<file path="src/hdl/multi_phrase_text_matcher_assert.svh">
// Assertion macros shared by the matcher modules.
// Each macro expects signals named clk and rst_n in the scope where it is used.
`ifndef MULTI_PHRASE_TEXT_MATCHER_ASSERT_SVH
`define MULTI_PHRASE_TEXT_MATCHER_ASSERT_SVH

// Same-cycle implication, checked outside reset.
`define MPTM_ASSERT_NOW(lbl, ante, cons, msg) \
  lbl: assert property (@(posedge clk) disable iff (!rst_n) (ante) |-> (cons)) \
    else $error(msg);

// Next-cycle implication, checked outside reset.
`define MPTM_ASSERT_NEXT(lbl, ante, cons, msg) \
  lbl: assert property (@(posedge clk) disable iff (!rst_n) (ante) |=> (cons)) \
    else $error(msg);

`endif

</file>
<file path="src/hdl/mptm_pkg.sv">
// ----------------------------------------------------------------------------
// mptm_pkg
// Types, constants and the phrase table of the multi-phrase text matcher.
// ----------------------------------------------------------------------------
`timescale 1ns / 1ps
`default_nettype none

package mptm_pkg;

  localparam int PHRASE_COUNT   = 15;
  localparam int ROM_SLOTS      = 16;
  localparam int MAX_PHRASE_LEN = 32;
  localparam int HIST_DEPTH     = MAX_PHRASE_LEN - 1;
  localparam int OFFSET_BITS    = 16;
  localparam int RES_SLOTS      = 3;

  localparam int ID_W   = $clog2(ROM_SLOTS);
  localparam int LEN_W  = $clog2(MAX_PHRASE_LEN + 1);
  localparam int DIST_W = $clog2(MAX_PHRASE_LEN);
  localparam int TXT_W  = 8 * MAX_PHRASE_LEN;
  localparam int CNT_W  = $clog2(RES_SLOTS + 1);
  localparam int IDX_W  = $clog2(RES_SLOTS);

  localparam logic [6:0] CONFIDENCE = 7'd95;

  // Register map (word index).
  localparam logic REG_RESULT_LIMIT = 1'b0;
  localparam logic [15:0] RESULT_LIMIT_RESET = 16'd16;

  typedef struct packed {
    logic [7:0] text_byte;
    logic       end_of_text;
  } in_t;

  typedef struct packed {
    logic        is_summary;
    logic [15:0] match_offset;
    logic [5:0]  match_length;
    logic [3:0]  phrase_id;
    logic [6:0]  confidence;
    logic [15:0] match_total;
    logic        last_result;
  } out_t;

  // All results caused by one accepted byte, in delivery order.
  typedef struct packed {
    out_t [RES_SLOTS-1:0] res;
    logic [CNT_W-1:0]     count;
  } bundle_t;

  // Phrase text, right aligned: the last character sits in bits [7:0].
  function automatic logic [TXT_W-1:0] phrase_text(input logic [ID_W-1:0] id);
    logic [TXT_W-1:0] t;
    t = '0;
    case (id)
      4'd0:    t = "he said";
      4'd1:    t = "she said";
      4'd2:    t = "she told";
      4'd3:    t = "he told";
      4'd4:    t = "i heard";
      4'd5:    t = "according to";
      4'd6:    t = "reportedly";
      4'd7:    t = "allegedly";
      4'd8:    t = "it was reported";
      4'd9:    t = "sources say";
      4'd10:   t = "witnesses claim";
      4'd11:   t = "testimony indicates";
      4'd12:   t = "didn't you say";
      4'd13:   t = "you mentioned";
      4'd14:   t = "as stated by";
      default: t = '0;
    endcase
    return t;
  endfunction

  function automatic logic [LEN_W-1:0] phrase_len(input logic [ID_W-1:0] id);
    logic [LEN_W-1:0] n;
    n = '0;
    case (id)
      4'd0:    n = 6'd7;
      4'd1:    n = 6'd8;
      4'd2:    n = 6'd8;
      4'd3:    n = 6'd7;
      4'd4:    n = 6'd7;
      4'd5:    n = 6'd12;
      4'd6:    n = 6'd10;
      4'd7:    n = 6'd9;
      4'd8:    n = 6'd15;
      4'd9:    n = 6'd11;
      4'd10:   n = 6'd15;
      4'd11:   n = 6'd19;
      4'd12:   n = 6'd14;
      4'd13:   n = 6'd13;
      4'd14:   n = 6'd12;
      default: n = 6'd0;
    endcase
    return n;
  endfunction

  function automatic logic [7:0] fold_case(input logic [7:0] c);
    logic [7:0] r;
    r = c;
    if (c >= 8'h41 && c <= 8'h5A) begin
      r = c + 8'd32;
    end
    return r;
  endfunction

endpackage

`default_nettype wire

</file>
<file path="src/hdl/multi_phrase_text_matcher.sv">
// ----------------------------------------------------------------------------
// multi_phrase_text_matcher
// Case-insensitive search of a byte stream for a fixed set of phrases.
// ----------------------------------------------------------------------------
// Usage:
//   Text enters one byte per beat on the in_ channel; end_of_text marks the
//   last byte of a text. Every phrase that ends at a byte gives a match beat
//   on the out_ channel (at most two per byte, lowest phrase id first), until
//   result_limit matches have been reported for the text. The last byte of a
//   text adds a summary beat with the number of matches reported, and the
//   window, position and count start over. last_result marks the final beat
//   caused by a byte.
//   The results of a byte are registered in the result buffer and then in the
//   output register. A byte is taken every cycle as long as each byte gives
//   at most one result and out_ready stays high; a byte with more results
//   holds in_ready low while they leave the single result port one by one.
//   When out_ready is low, the output register keeps its beat and one more
//   byte's results wait in the result buffer, then in_ready drops.
//   Reset clears the window, position and count and sets result_limit to 16.
//   result_limit is written through the APB port at byte address 0.
// ----------------------------------------------------------------------------
`timescale 1ns / 1ps
`default_nettype none

`include "multi_phrase_text_matcher_assert.svh"

module multi_phrase_text_matcher (
  input  wire logic           clk,
  input  wire logic           rst_n,
  input  wire logic           in_valid,
  output logic                in_ready,
  input  wire mptm_pkg::in_t  in_data,
  output logic                out_valid,
  input  wire logic           out_ready,
  output mptm_pkg::out_t      out_data,
  input  wire logic           psel,
  input  wire logic           penable,
  input  wire logic           pwrite,
  input  wire logic [2:0]     paddr,
  input  wire logic [31:0]    pwdata,
  output logic [31:0]         prdata,
  output logic                pready
);

  localparam int RS = mptm_pkg::ROM_SLOTS;
  localparam int HD = mptm_pkg::HIST_DEPTH;

  logic [15:0]                      limit_r;
  logic [15:0]                      count_r;
  logic [15:0]                      count_nxt;
  logic [mptm_pkg::OFFSET_BITS-1:0] pos_r;
  logic [mptm_pkg::OFFSET_BITS-1:0] pos_nxt;

  logic                             in_fire;
  logic                             eot;
  logic [7:0]                       cur;
  logic                             shift;
  logic                             clear;

  logic [7:0]                       cell_byte [HD+1];
  logic                             cell_valid [HD+1];
  logic [RS-1:0]                    cell_hit [HD];
  logic [RS-1:0]                    match;
  logic [RS-1:0]                    match_rest;
  logic [mptm_pkg::ID_W-1:0]        id_a;
  logic [mptm_pkg::ID_W-1:0]        id_b;
  logic [1:0]                       n_found;
  logic [1:0]                       n_match;
  logic [mptm_pkg::CNT_W-1:0]       n_res;
  logic                             room1;
  logic                             room2;

  mptm_pkg::out_t                   res_a;
  mptm_pkg::out_t                   res_b;
  mptm_pkg::out_t                   res_sum;
  mptm_pkg::bundle_t                bundle;
  logic                             buf_ready;

  function automatic logic [mptm_pkg::ID_W-1:0] lowest_set(input logic [RS-1:0] v);
    logic [mptm_pkg::ID_W-1:0] r;
    r = '0;
    for (int i = RS - 1; i >= 0; i--) begin
      if (v[i]) begin
        r = mptm_pkg::ID_W'(i);
      end
    end
    return r;
  endfunction

  // Configuration port.
  logic cfg_wr;
  assign pready = 1'b1;
  assign cfg_wr = psel && penable && pwrite && (paddr[2] == mptm_pkg::REG_RESULT_LIMIT);
  assign prdata = (paddr[2] == mptm_pkg::REG_RESULT_LIMIT) ? {16'd0, limit_r} : 32'd0;

  always_ff @(posedge clk) begin
    if (!rst_n) begin
      limit_r <= mptm_pkg::RESULT_LIMIT_RESET;
    end else if (cfg_wr) begin
      limit_r <= pwdata[15:0];
    end
  end

  assign in_ready = buf_ready;
  assign in_fire  = in_valid && in_ready;
  assign eot      = in_data.end_of_text;
  assign cur      = mptm_pkg::fold_case(in_data.text_byte);
  assign shift    = in_fire && !eot;
  assign clear    = in_fire && eot;

  // History window: cell k holds the byte k+1 positions before the current one.
  assign cell_byte[0]  = cur;
  assign cell_valid[0] = 1'b1;

  for (genvar k = 0; k < HD; k++) begin : g_cell
    mptm_cell u_cell (
      .clk     (clk),
      .rst_n   (rst_n),
      .shift_i (shift),
      .clear_i (clear),
      .dist_i  (mptm_pkg::DIST_W'(k + 1)),
      .byte_i  (cell_byte[k]),
      .valid_i (cell_valid[k]),
      .byte_o  (cell_byte[k+1]),
      .valid_o (cell_valid[k+1]),
      .hit_o   (cell_hit[k])
    );
  end

  always_comb begin
    logic [mptm_pkg::TXT_W-1:0] txt;
    for (int p = 0; p < RS; p++) begin
      txt = mptm_pkg::phrase_text(mptm_pkg::ID_W'(p));
      match[p] = (p < mptm_pkg::PHRASE_COUNT)
              && (mptm_pkg::phrase_len(mptm_pkg::ID_W'(p)) != '0)
              && (cur == txt[7:0]);
    end
    for (int k = 0; k < HD; k++) begin
      match = match & cell_hit[k];
    end
  end

  // The first two phrases that end here, cut down to what the limit leaves.
  assign id_a       = lowest_set(match);
  assign match_rest = match & ~(RS'(1) << id_a);
  assign id_b       = lowest_set(match_rest);
  assign n_found    = {1'b0, match != '0} + {1'b0, match_rest != '0};
  assign room1      = count_r < limit_r;
  assign room2      = ({1'b0, count_r} + 17'd1) < {1'b0, limit_r};
  assign n_match    = !room1 ? 2'd0 : (!room2 && n_found != 2'd0) ? 2'd1 : n_found;
  assign n_res      = mptm_pkg::CNT_W'(n_match) + mptm_pkg::CNT_W'(eot);
  assign count_nxt  = count_r + 16'(n_match);
  assign pos_nxt    = pos_r + 1'b1;

  always_comb begin
    res_a = '0;
    res_a.match_offset = 16'(pos_r + 1'b1 - mptm_pkg::OFFSET_BITS'(mptm_pkg::phrase_len(id_a)));
    res_a.match_length = mptm_pkg::phrase_len(id_a);
    res_a.phrase_id    = id_a;
    res_a.confidence   = mptm_pkg::CONFIDENCE;

    res_b = '0;
    res_b.match_offset = 16'(pos_r + 1'b1 - mptm_pkg::OFFSET_BITS'(mptm_pkg::phrase_len(id_b)));
    res_b.match_length = mptm_pkg::phrase_len(id_b);
    res_b.phrase_id    = id_b;
    res_b.confidence   = mptm_pkg::CONFIDENCE;

    res_sum = '0;
    res_sum.is_summary  = 1'b1;
    res_sum.match_total = count_nxt;

    bundle        = '0;
    bundle.count  = n_res;
    bundle.res[0] = (n_match != 2'd0) ? res_a : res_sum;
    bundle.res[1] = (n_match == 2'd2) ? res_b : res_sum;
    bundle.res[2] = res_sum;
    case (n_res)
      2'd1:    bundle.res[0].last_result = 1'b1;
      2'd2:    bundle.res[1].last_result = 1'b1;
      2'd3:    bundle.res[2].last_result = 1'b1;
      default: bundle.count = '0;
    endcase
  end

  always_ff @(posedge clk) begin
    if (!rst_n) begin
      count_r <= '0;
      pos_r   <= '0;
    end else if (in_fire) begin
      if (eot) begin
        count_r <= '0;
        pos_r   <= '0;
      end else begin
        count_r <= count_nxt;
        pos_r   <= pos_nxt;
      end
    end
  end

  mptm_result_buf u_result_buf (
    .clk       (clk),
    .rst_n     (rst_n),
    .load_i    (in_fire && (n_res != '0)),
    .bundle_i  (bundle),
    .ready_o   (buf_ready),
    .out_valid (out_valid),
    .out_ready (out_ready),
    .out_data  (out_data)
  );

  `MPTM_ASSERT_NEXT(a_count_idle, !in_fire, $stable(count_r), "count moved without a beat")
  `MPTM_ASSERT_NOW(a_match_order, in_fire && n_match == 2'd2, id_a < id_b, "matches out of order")
  `MPTM_ASSERT_NEXT(a_eot_clears, in_fire && eot, count_r == 16'd0 && pos_r == '0, "text state kept")

endmodule

`default_nettype wire

</file>
<file path="src/hdl/mptm_cell.sv">
// ----------------------------------------------------------------------------
// mptm_cell
// One history byte of the text window and its compare against every phrase.
// ----------------------------------------------------------------------------
`timescale 1ns / 1ps
`default_nettype none

module mptm_cell (
  input  wire logic                            clk,
  input  wire logic                            rst_n,
  input  wire logic                            shift_i,
  input  wire logic                            clear_i,
  input  wire logic [mptm_pkg::DIST_W-1:0]     dist_i,
  input  wire logic [7:0]                      byte_i,
  input  wire logic                            valid_i,
  output logic [7:0]                           byte_o,
  output logic                                 valid_o,
  output logic [mptm_pkg::ROM_SLOTS-1:0]       hit_o
);

  logic [7:0] byte_r;
  logic       valid_r;

  always_ff @(posedge clk) begin
    if (shift_i) begin
      byte_r <= byte_i;
    end
  end

  always_ff @(posedge clk) begin
    if (!rst_n || clear_i) begin
      valid_r <= 1'b0;
    end else if (shift_i) begin
      valid_r <= valid_i;
    end
  end

  assign byte_o  = byte_r;
  assign valid_o = valid_r;

  // A phrase no longer than this cell's distance places no constraint on it.
  always_comb begin
    logic [mptm_pkg::TXT_W-1:0] txt;
    logic                       need;
    hit_o = '0;
    for (int p = 0; p < mptm_pkg::ROM_SLOTS; p++) begin
      txt  = mptm_pkg::phrase_text(mptm_pkg::ID_W'(p));
      need = {1'b0, dist_i} < mptm_pkg::phrase_len(mptm_pkg::ID_W'(p));
      hit_o[p] = !need || (valid_r && (byte_r == txt[8*dist_i +: 8]));
    end
  end

endmodule

`default_nettype wire

</file>
<file path="src/hdl/mptm_result_buf.sv">
// ----------------------------------------------------------------------------
// mptm_result_buf
// Holds the results of one byte and hands them out one beat at a time
// through an output register.
// ----------------------------------------------------------------------------
`timescale 1ns / 1ps
`default_nettype none

`include "multi_phrase_text_matcher_assert.svh"

module mptm_result_buf (
  input  wire logic              clk,
  input  wire logic              rst_n,
  input  wire logic              load_i,
  input  wire mptm_pkg::bundle_t bundle_i,
  output logic                   ready_o,
  output logic                   out_valid,
  input  wire logic              out_ready,
  output mptm_pkg::out_t         out_data
);

  mptm_pkg::bundle_t             q_r;
  logic                          b_valid_r;
  logic [mptm_pkg::IDX_W-1:0]    idx_r;
  mptm_pkg::out_t                out_r;
  logic                          out_valid_r;

  logic take;
  logic last;

  assign take    = b_valid_r && (!out_valid_r || out_ready);
  assign last    = idx_r == mptm_pkg::IDX_W'(q_r.count - 1'b1);
  assign ready_o = !b_valid_r || (take && last);

  always_ff @(posedge clk) begin
    if (load_i) begin
      q_r <= bundle_i;
    end
    if (take) begin
      out_r <= q_r.res[idx_r];
    end
  end

  always_ff @(posedge clk) begin
    if (!rst_n) begin
      b_valid_r   <= 1'b0;
      idx_r       <= '0;
      out_valid_r <= 1'b0;
    end else begin
      if (take) begin
        out_valid_r <= 1'b1;
      end else if (out_ready) begin
        out_valid_r <= 1'b0;
      end
      if (load_i) begin
        b_valid_r <= 1'b1;
        idx_r     <= '0;
      end else if (take) begin
        if (last) begin
          b_valid_r <= 1'b0;
        end else begin
          idx_r <= idx_r + 1'b1;
        end
      end
    end
  end

  assign out_valid = out_valid_r;
  assign out_data  = out_r;

  `MPTM_ASSERT_NOW(a_load_when_ready, load_i, ready_o, "bundle loaded while buffer busy")
  `MPTM_ASSERT_NOW(a_idx_in_range, b_valid_r, ({1'b0, idx_r} < q_r.count), "read index past bundle")
  `MPTM_ASSERT_NEXT(a_hold_rest, take && !last && !load_i, b_valid_r, "bundle dropped early")

endmodule

`default_nettype wire
</file>
<file path="config.mk">
export PLATFORM = sky130hd
export DESIGN_NAME = multi_phrase_text_matcher
export DESIGN_NICKNAME = d
export VERILOG_FILES = /design/src/hdl/mptm_pkg.sv /design/src/hdl/multi_phrase_text_matcher.sv /design/src/hdl/mptm_cell.sv /design/src/hdl/mptm_result_buf.sv
export VERILOG_INCLUDE_DIRS = /design/src /design/src/hdl
export SDC_FILE = /design/constraint.sdc
export NUM_CORES = 1
export LEC_CHECK = 0
export ABC_CLOCK_PERIOD_IN_PS = 24100
export BUFFER_PORTS_ARGS = -buffer_cell sky130_fd_sc_hd__buf_2
export CAP_MARGIN = 20
export CORE_MARGIN = 5
export CORE_UTILIZATION = 65
export DETAILED_ROUTE_END_ITERATION = 10
export MAX_ROUTING_LAYER = met4
export PLACE_DENSITY = 0.85
export SLEW_MARGIN = 30
export SYNTH_ARGS = -nofsm -noshare
export SYNTH_HDL_FRONTEND = slang
export SYNTH_SLANG_ARGS = --single-unit
</file>
<file path="constraint.sdc">
create_clock -name clk -period 24.1 [get_ports clk]
set_clock_uncertainty 0.2 [all_clocks]
set_input_delay 1.205 -clock clk [delete_from_list [all_inputs] [get_ports clk]]
set_output_delay 1.205 -clock clk [all_outputs]
set_load 0.01 [all_outputs]
</file>
; After elaboration in Yosys (flattened, before gate mapping)
; Memory sizes are Yosys's and may differ from the RTL's.
; Index checks and enable logic that the tools add are counted.
[totals]
ff_bits = 386
mem_bits_ro = 320
in_bits = 51
output_inout_bits = 86
word_cells = 404
mem_count = 4
[mem_list]
columns = name, depth, word_bits, rd, rd_clocked_by_memory_dff, write_ports, line
row1 = (no name shown), 16, 5, 1, 0, 0, mptm_pkg.sv:79  ; case (id)
row2 = (no name shown), 16, 5, 1, 0, 0, mptm_pkg.sv:79
row3 = (no name shown), 16, 5, 1, 0, 0, mptm_pkg.sv:79
row4 = (no name shown), 16, 5, 1, 0, 0, mptm_pkg.sv:79
[classes]
n_addsub = 10
n_lt_le_gt_ge = 5
eq_ne = 113
shifts = 1
mux = 48
bitwise_logic = 23
n_reduce_logical = 134
[op_table]
columns = op, n
row1 = $eq 8x7->1 const B, 99
row2 = $and 16x16->16, 18
row3 = $mux 51, 3
row4 = $mux 4, 32
row5 = $logic_and 1x1->1, 114
row6 = $bmux 51 s2, 1
row7 = $eq 8x6->1 const B, 9
row8 = $mux 16, 3
row9 = $reduce_bool 16->1, 2
row10 = $sub 16x6->16, 2
row11 = $add 16x1->17 const B, 1
row12 = $lt 17x16->1, 1
row13 = $add 16x1->16 const B, 1
row14 = $add 16x2->16, 1
row15 = $and 15x16->16, 1
row16 = $lt 16x16->1, 1
row17 = $not 16->16, 1
row18 = $shl 1x4->16 const A, 1
row19 = $reduce_bool 2->1, 6
row20 = $add 8x6->8 const B, 1
row21 = $ge 8x7->1 const B, 1
row22 = $le 8x7->1 const B, 1
row23 = $mux 8, 1
row24 = $eq 2x2->1 const B, 3
row25 = 15 further kinds, 30

; Depth between registers and ports, before layout
; An unclocked memory read counts as a cell.
[depth]
word_depth = 60
depth_mapped = 31
mapped_depth_nobuf = 30

; By module
; From an unflattened synthesis, not the netlist that was laid out.
[hier_totals]
hier_cells = 15706
area_unflattened_um2 = 112380.3
[modules_own_cells]
columns = module, instances, cells_per_inst, area_per_inst_um2, seq_area_each_um2
row1 = mptm_cell (g_cell[0].u_cell ...), 25, 460, 3166.8, 260.2
row2 = mptm_cell (g_cell[4].u_cell ...), 6, 463, 3121.7, 260.2
row3 = mptm_result_buf, 1, 404, 7524.7, 6266.0
row4 = multi_phrase_text_matcher, 1, 1024, 6955.4, 960.9

; Worst setup path after synthesis
; OpenSTA, ideal clock, no wires.
[synth_timing]
path_kind = input to register
startpoint = input port in_data[6] (netlist name)
endpoint = register u_result_buf.q_r[0] (netlist name) (enable)
t_arrival_ps = 10509
t_required_ps = 23288
path_slack_ps = 12780
cell_stages = 19
n_path_buf = 0
path_cell_list = ha_1 > nor4bb_1 > o221ai_2 > and2_1 > nor4_1 > nand2_1 > or2_1 > o311ai_1 > ha_1 > inv_1 > a22o_1 > and3_1 > or2_0 > nor4_1 > ha_1 > o21a_1 > ha_1 > xor2_1 > a21oi_1
[synth_via]
elab_chain_cells = 49
elab_cells_between_ends = 56
[synth_rtl]
columns = item, line
row1 = start: declaration, multi_phrase_text_matcher.sv:32  ; input wire mptm_pkg::in_t in_data,
row2 = $ge 8x7->1 or $le 8x7->1 (tied branches), mptm_pkg.sv:103  ; if (c >= 8'h41 && c <= 8'h5A) begin
row3 = $logic_and 1x1->1, mptm_pkg.sv:103
row4 = $mux 8 (*), mptm_pkg.sv:103
row5 = $eq 8x7->1, multi_phrase_text_matcher.sv:136  ; && (cur == txt[7:0]);
row6 = $and 15x16->16 (*), multi_phrase_text_matcher.sv:139  ; match = match & cell_hit[k];
row7 = $and 16x16->16 (*) (17 in series), multi_phrase_text_matcher.sv:139
row8 = $mux 4 (15 in series), multi_phrase_text_matcher.sv:83  ; if (v[i]) begin
row9 = $shl 1x4->16, multi_phrase_text_matcher.sv:145  ; assign match_rest = match & ~(RS'(1) << id_a);
row10 = [... 3 more ...], n/a
row11 = $add 1x1->2 (*), multi_phrase_text_matcher.sv:147  ; assign n_found = {1'b0, match != '0} + {1'b0, match_rest != '0};
row12 = $reduce_bool 2->1, multi_phrase_text_matcher.sv:150  ; assign n_match = !room1 ? 2'd0 : (!room2 && n_found != 2'd0) ? 2'd1 : n_found;
row13 = $logic_and 1x1->1, multi_phrase_text_matcher.sv:150
row14 = $mux 2 (*) (2 in series), multi_phrase_text_matcher.sv:150
row15 = $add 2x1->2 (*), multi_phrase_text_matcher.sv:151  ; assign n_res = mptm_pkg::CNT_W'(n_match) + mptm_pkg::CNT_W'(eot);
row16 = $reduce_bool 2->1 (*), multi_phrase_text_matcher.sv:203  ; .load_i (in_fire && (n_res != '0)),
row17 = $logic_and 1x1->1 (*), multi_phrase_text_matcher.sv:203
row18 = named net u_result_buf.load_i, mptm_result_buf.sv:14  ; input wire logic load_i,
row19 = end signal: assignment, mptm_result_buf.sv:37  ; q_r <= bundle_i;
row20 = end: declaration, mptm_result_buf.sv:22  ; mptm_pkg::bundle_t q_r;
; Mark *: on every way through the listed nets, which the timed path passes. The rest lies on a longest branch.
; A chain may end at the register's enable or synchronous reset.

; Final worst setup path
[layout_timing]
startpoint = input port in_data[7] (netlist name)
endpoint = register u_result_buf.q_r[97] (netlist name) (data pin)
[layout_via]
elab_chain_cells = 58
elab_cells_between_ends = 72
[layout_rtl]
columns = item, line
row1 = $ge 8x7->1 or $le 8x7->1 (tied branches), mptm_pkg.sv:103
row2 = $logic_and 1x1->1, mptm_pkg.sv:103
row3 = $mux 8 (*), mptm_pkg.sv:103
row4 = $eq 8x7->1, multi_phrase_text_matcher.sv:136
row5 = $and 15x16->16 (*), multi_phrase_text_matcher.sv:139
row6 = $and 16x16->16 (*) (17 in series), multi_phrase_text_matcher.sv:139
row7 = $mux 4 (15 in series), multi_phrase_text_matcher.sv:83
row8 = $shl 1x4->16, multi_phrase_text_matcher.sv:145
row9 = $not 16->16, multi_phrase_text_matcher.sv:145
row10 = $and 16x16->16, multi_phrase_text_matcher.sv:145
row11 = $mux 4 (16 in series), multi_phrase_text_matcher.sv:83
row12 = $mem_v2 16x5, n/a
row13 = $sub 16x6->16, multi_phrase_text_matcher.sv:163  ; res_b.match_offset = 16'(pos_r + 1'b1 - mptm_pkg::OFFSET_BITS'(mptm_pkg::phrase_len(id_b)));
; Mark *: on every way between the ends. The rest lies on a longest branch, timed or not.

==> impl_metrics.toml <==
[outcome]
status = "finished, final reports clean"

[yosys]
synthMostInstantiatedCell = "edfxtp_1"
synthTopCellsByCount = "edfxtp_1 (295), nor2_1 (160), nand2_1 (108), dfxtp_1 (70), nand4_1 (59)"
avgSynthCellArea_um2 = 11.4
ys_warn_count = 0
synthAdderAreaFrac_pct = 4.34
synth_xor_area_share_pct = 3.39
synthSimpleGateAreaFrac_pct = 22.5
ys_seq_area_share_pct = 56.7
synth_top_family_by_area = "simple AND/OR/NAND/NOR gates"
ys_types = 81
synth_area_leaders = "edfxtp_1 (49%), dfxtp_1 (7.7%), ha_1 (4.0%), nor2_1 (3.3%), mux2i_1 (2.8%)"
netlist_area_um2 = 18100
synth_edf_count = 295
ys_ff_latch = 365
synthMuxAreaShare_pct = 2.83
synth-compound-area-share_pct = 6.82
async_flop_share_pct = 0
synth_ff_type = "edfxtp_1"
yosys.area.top_type = "edfxtp_1"
syn_inst = 1584
synth_top_area_share_pct = 49.0

[clock_network]
cts-resized-gates = 0
cts_setup_buffers = 0
path_clk_slew_ns = 0.06
numCtsBuffers = 37
cts.sinks = 365
clockBufferDepth = 3
clockRootBuffer = "clkbuf_16"
cts_tree = "built"
clock_latency_ns = 0.52
cts-htree-levels = 2
holdBufCountCts = 0

[cells_and_area]
syn_to_final_growth_pct = 11.5
n_fill_cell = 1864
seqCellArea_um2 = 10300
drive_gt1_share_pct = 11.6
design_area_um2 = 20200
final_util_pct = 73.0
final-instance-count-excl-fill = 2082
multi_input_area_um2 = 7310
final_nets = 1786

[timing]
tightest_slew_ns = 0.977
setup-tns-final_ns = 0
setup_viol = 0
max_freq_mhz = 119
fin_crit_sh_pct = 34.9
rsz0062_at_grt = "no"
holdWs_ns = 0.245
hold_viol = 0
setup_ws_ns = 15.69
finalCriticalPeriod_ns = 8.41
relSlewSlack_pct = 34.0
slew_violations = 0

[floorplanning]
dieArea_um2 = 31300
fp.dieW_um = 177
core_um2 = 27600
initial_core_util_pct = 65.5
ios = 137
die-height_um = 177
num_rows = 61

[power]
p_per_area_nw_per_um2 = 68.3
p_total_mw = 1.38
ir_drop_uv = 72.2
leakage_nw = 7.64

[drt]
via_per_inst = 6.32
drc_errors = 0
num_vias = 13200
drt.antenna.violating_nets = 0
drt_iter0_markers = 1483
drt_wl_total_um = 48700
routedWlPerCell_um = 23.4
dr.pass1.iters = 5

[setup_path]
critical_path_class = "in -> reg"
start_kind = "primary input"
crit_fanout = 6
arrival_ns = 8.46
worstPathRequired_ns = 24.15
crit_buf_inv = 3
crit_family = "simple AND/OR/NAND/NOR gates"
crit_top_cell = "ha_1"
cpMaxStageDelayCell = "nor3b_1"
slowest_delay_ns = 0.69
critPathCaptureType = "register"

[global_route]
grt_pass1_vias = 12900
grt_max_degree = 87
grt_antenna_before_repair = 1
grt_overflow_total = 0
grt_pass1_wl_um = 74800
grt_usage_pct = 31.9

[placement]
io_buffers = 99
place_area_um2 = 18900
gp_congestion = 1.06
dp_hpwl_um = 33500
dp.cells = 2012
place_ws_ns = 15.28

[flow_run]
maxCapViolCount = 0

[worst_hold_path]
hp-class = "reg -> reg"
[per-layer routing]
metal	vias up	GRT usage [%]	share of wire [%]
met5	-	-	0
met4	0	11.7	3.8
met3	131	4.83	6.7
met2	642	54.5	51
met1	6388	38.9	38
li1	6000	-	-
[path summary, 6_finish.rpt]
path / cells past startpoint / slack, ns / to / start
setup / recovery: 27 / 15.69 / u_result_buf.q_r[97]$_SDFFCE_PN0P_ / in_data[7]
hold / removal: 0 / 0.25 / g_cell[14].u_cell.byte_o[0]$_DFFE_PP_ / g_cell[13].u_cell.byte_o[0]$_DFFE_PP_
setup reg to reg: 26 / 16.07 / u_result_buf.q_r[97]$_SDFFCE_PN0P_ / g_cell[11].u_cell.byte_o[2]$_DFFE_PP_
hold reg to reg: 0 / 0.25 / g_cell[14].u_cell.byte_o[0]$_DFFE_PP_ / g_cell[13].u_cell.byte_o[0]$_DFFE_PP_
[state kept, by name, indices dropped and copies added, names as in the netlist]
register and count:
pos_r 16, u_result_buf.q_r 107, g_cell.u_cell.byte_o 144, g_cell.u_cell.valid_o 18
u_result_buf.idx_r 2, limit_r 16, count_r 16, u_result_buf.out_valid 1
u_result_buf.out_data 44, u_result_buf.b_valid_r 1
[report_power, final]
| part | switching [mW] | internal (mW) |
|---|---|---|
| Clock | 0.239 | 0.359 |
| Combinational | 0.0417 | 0.0205 |
| Sequential | 0.0160 | 0.703 |
[cells in the final DEF (no fill, tap or decap), drive strengths merged, types with 21 or more instances in the layout]
cell / synthesis / layout
edfxtp: 295 / 295
nor2: 161 / 161
buf: 30 / 116
nand2: 108 / 108
dfxtp: 70 / 70
nand4: 61 / 61
ha: 58 / 58
nor2b: 56 / 56
inv: 53 / 55
clkbuf: 52 / 54
a21oi: 53 / 53
o21ai: 52 / 52
mux2i: 50 / 50
xnor2: 48 / 48
nand3: 48 / 48
and2: 37 / 37
nor3: 35 / 35
nor3b: 33 / 33
nor4bb: 29 / 29
a21o: 26 / 26
nor4: 23 / 23
xor2: 22 / 22
and3: 21 / 21
[cell families (layout without fill, tap and decap cells)]
kind of cell             after synthesis  in the layout
AND/OR/NAND/NOR                      707            707
flip-flops                           365            365
AO/OA/AOI/OAI                        192            192
buffers and inverters                136            238
XOR/XNOR                              70             70
adder cells (fa/ha/maj)               61             61
multiplexers                          51             51
other                                  2             20
[layout make-up]
cell class	instances	share of cell area [%]
Tap cell	378	2.34
Sequential cell	365	50.9
Clock buffer	54	5.21
Inverter	54	1.00
Multi-Input combinational cell	1100	36.2
Timing Repair Buffer	116	3.31
Clock inverter	14	1.02
Antenna cell	1	0.0124
Note: power is estimated with default switching activity, not from simulation.
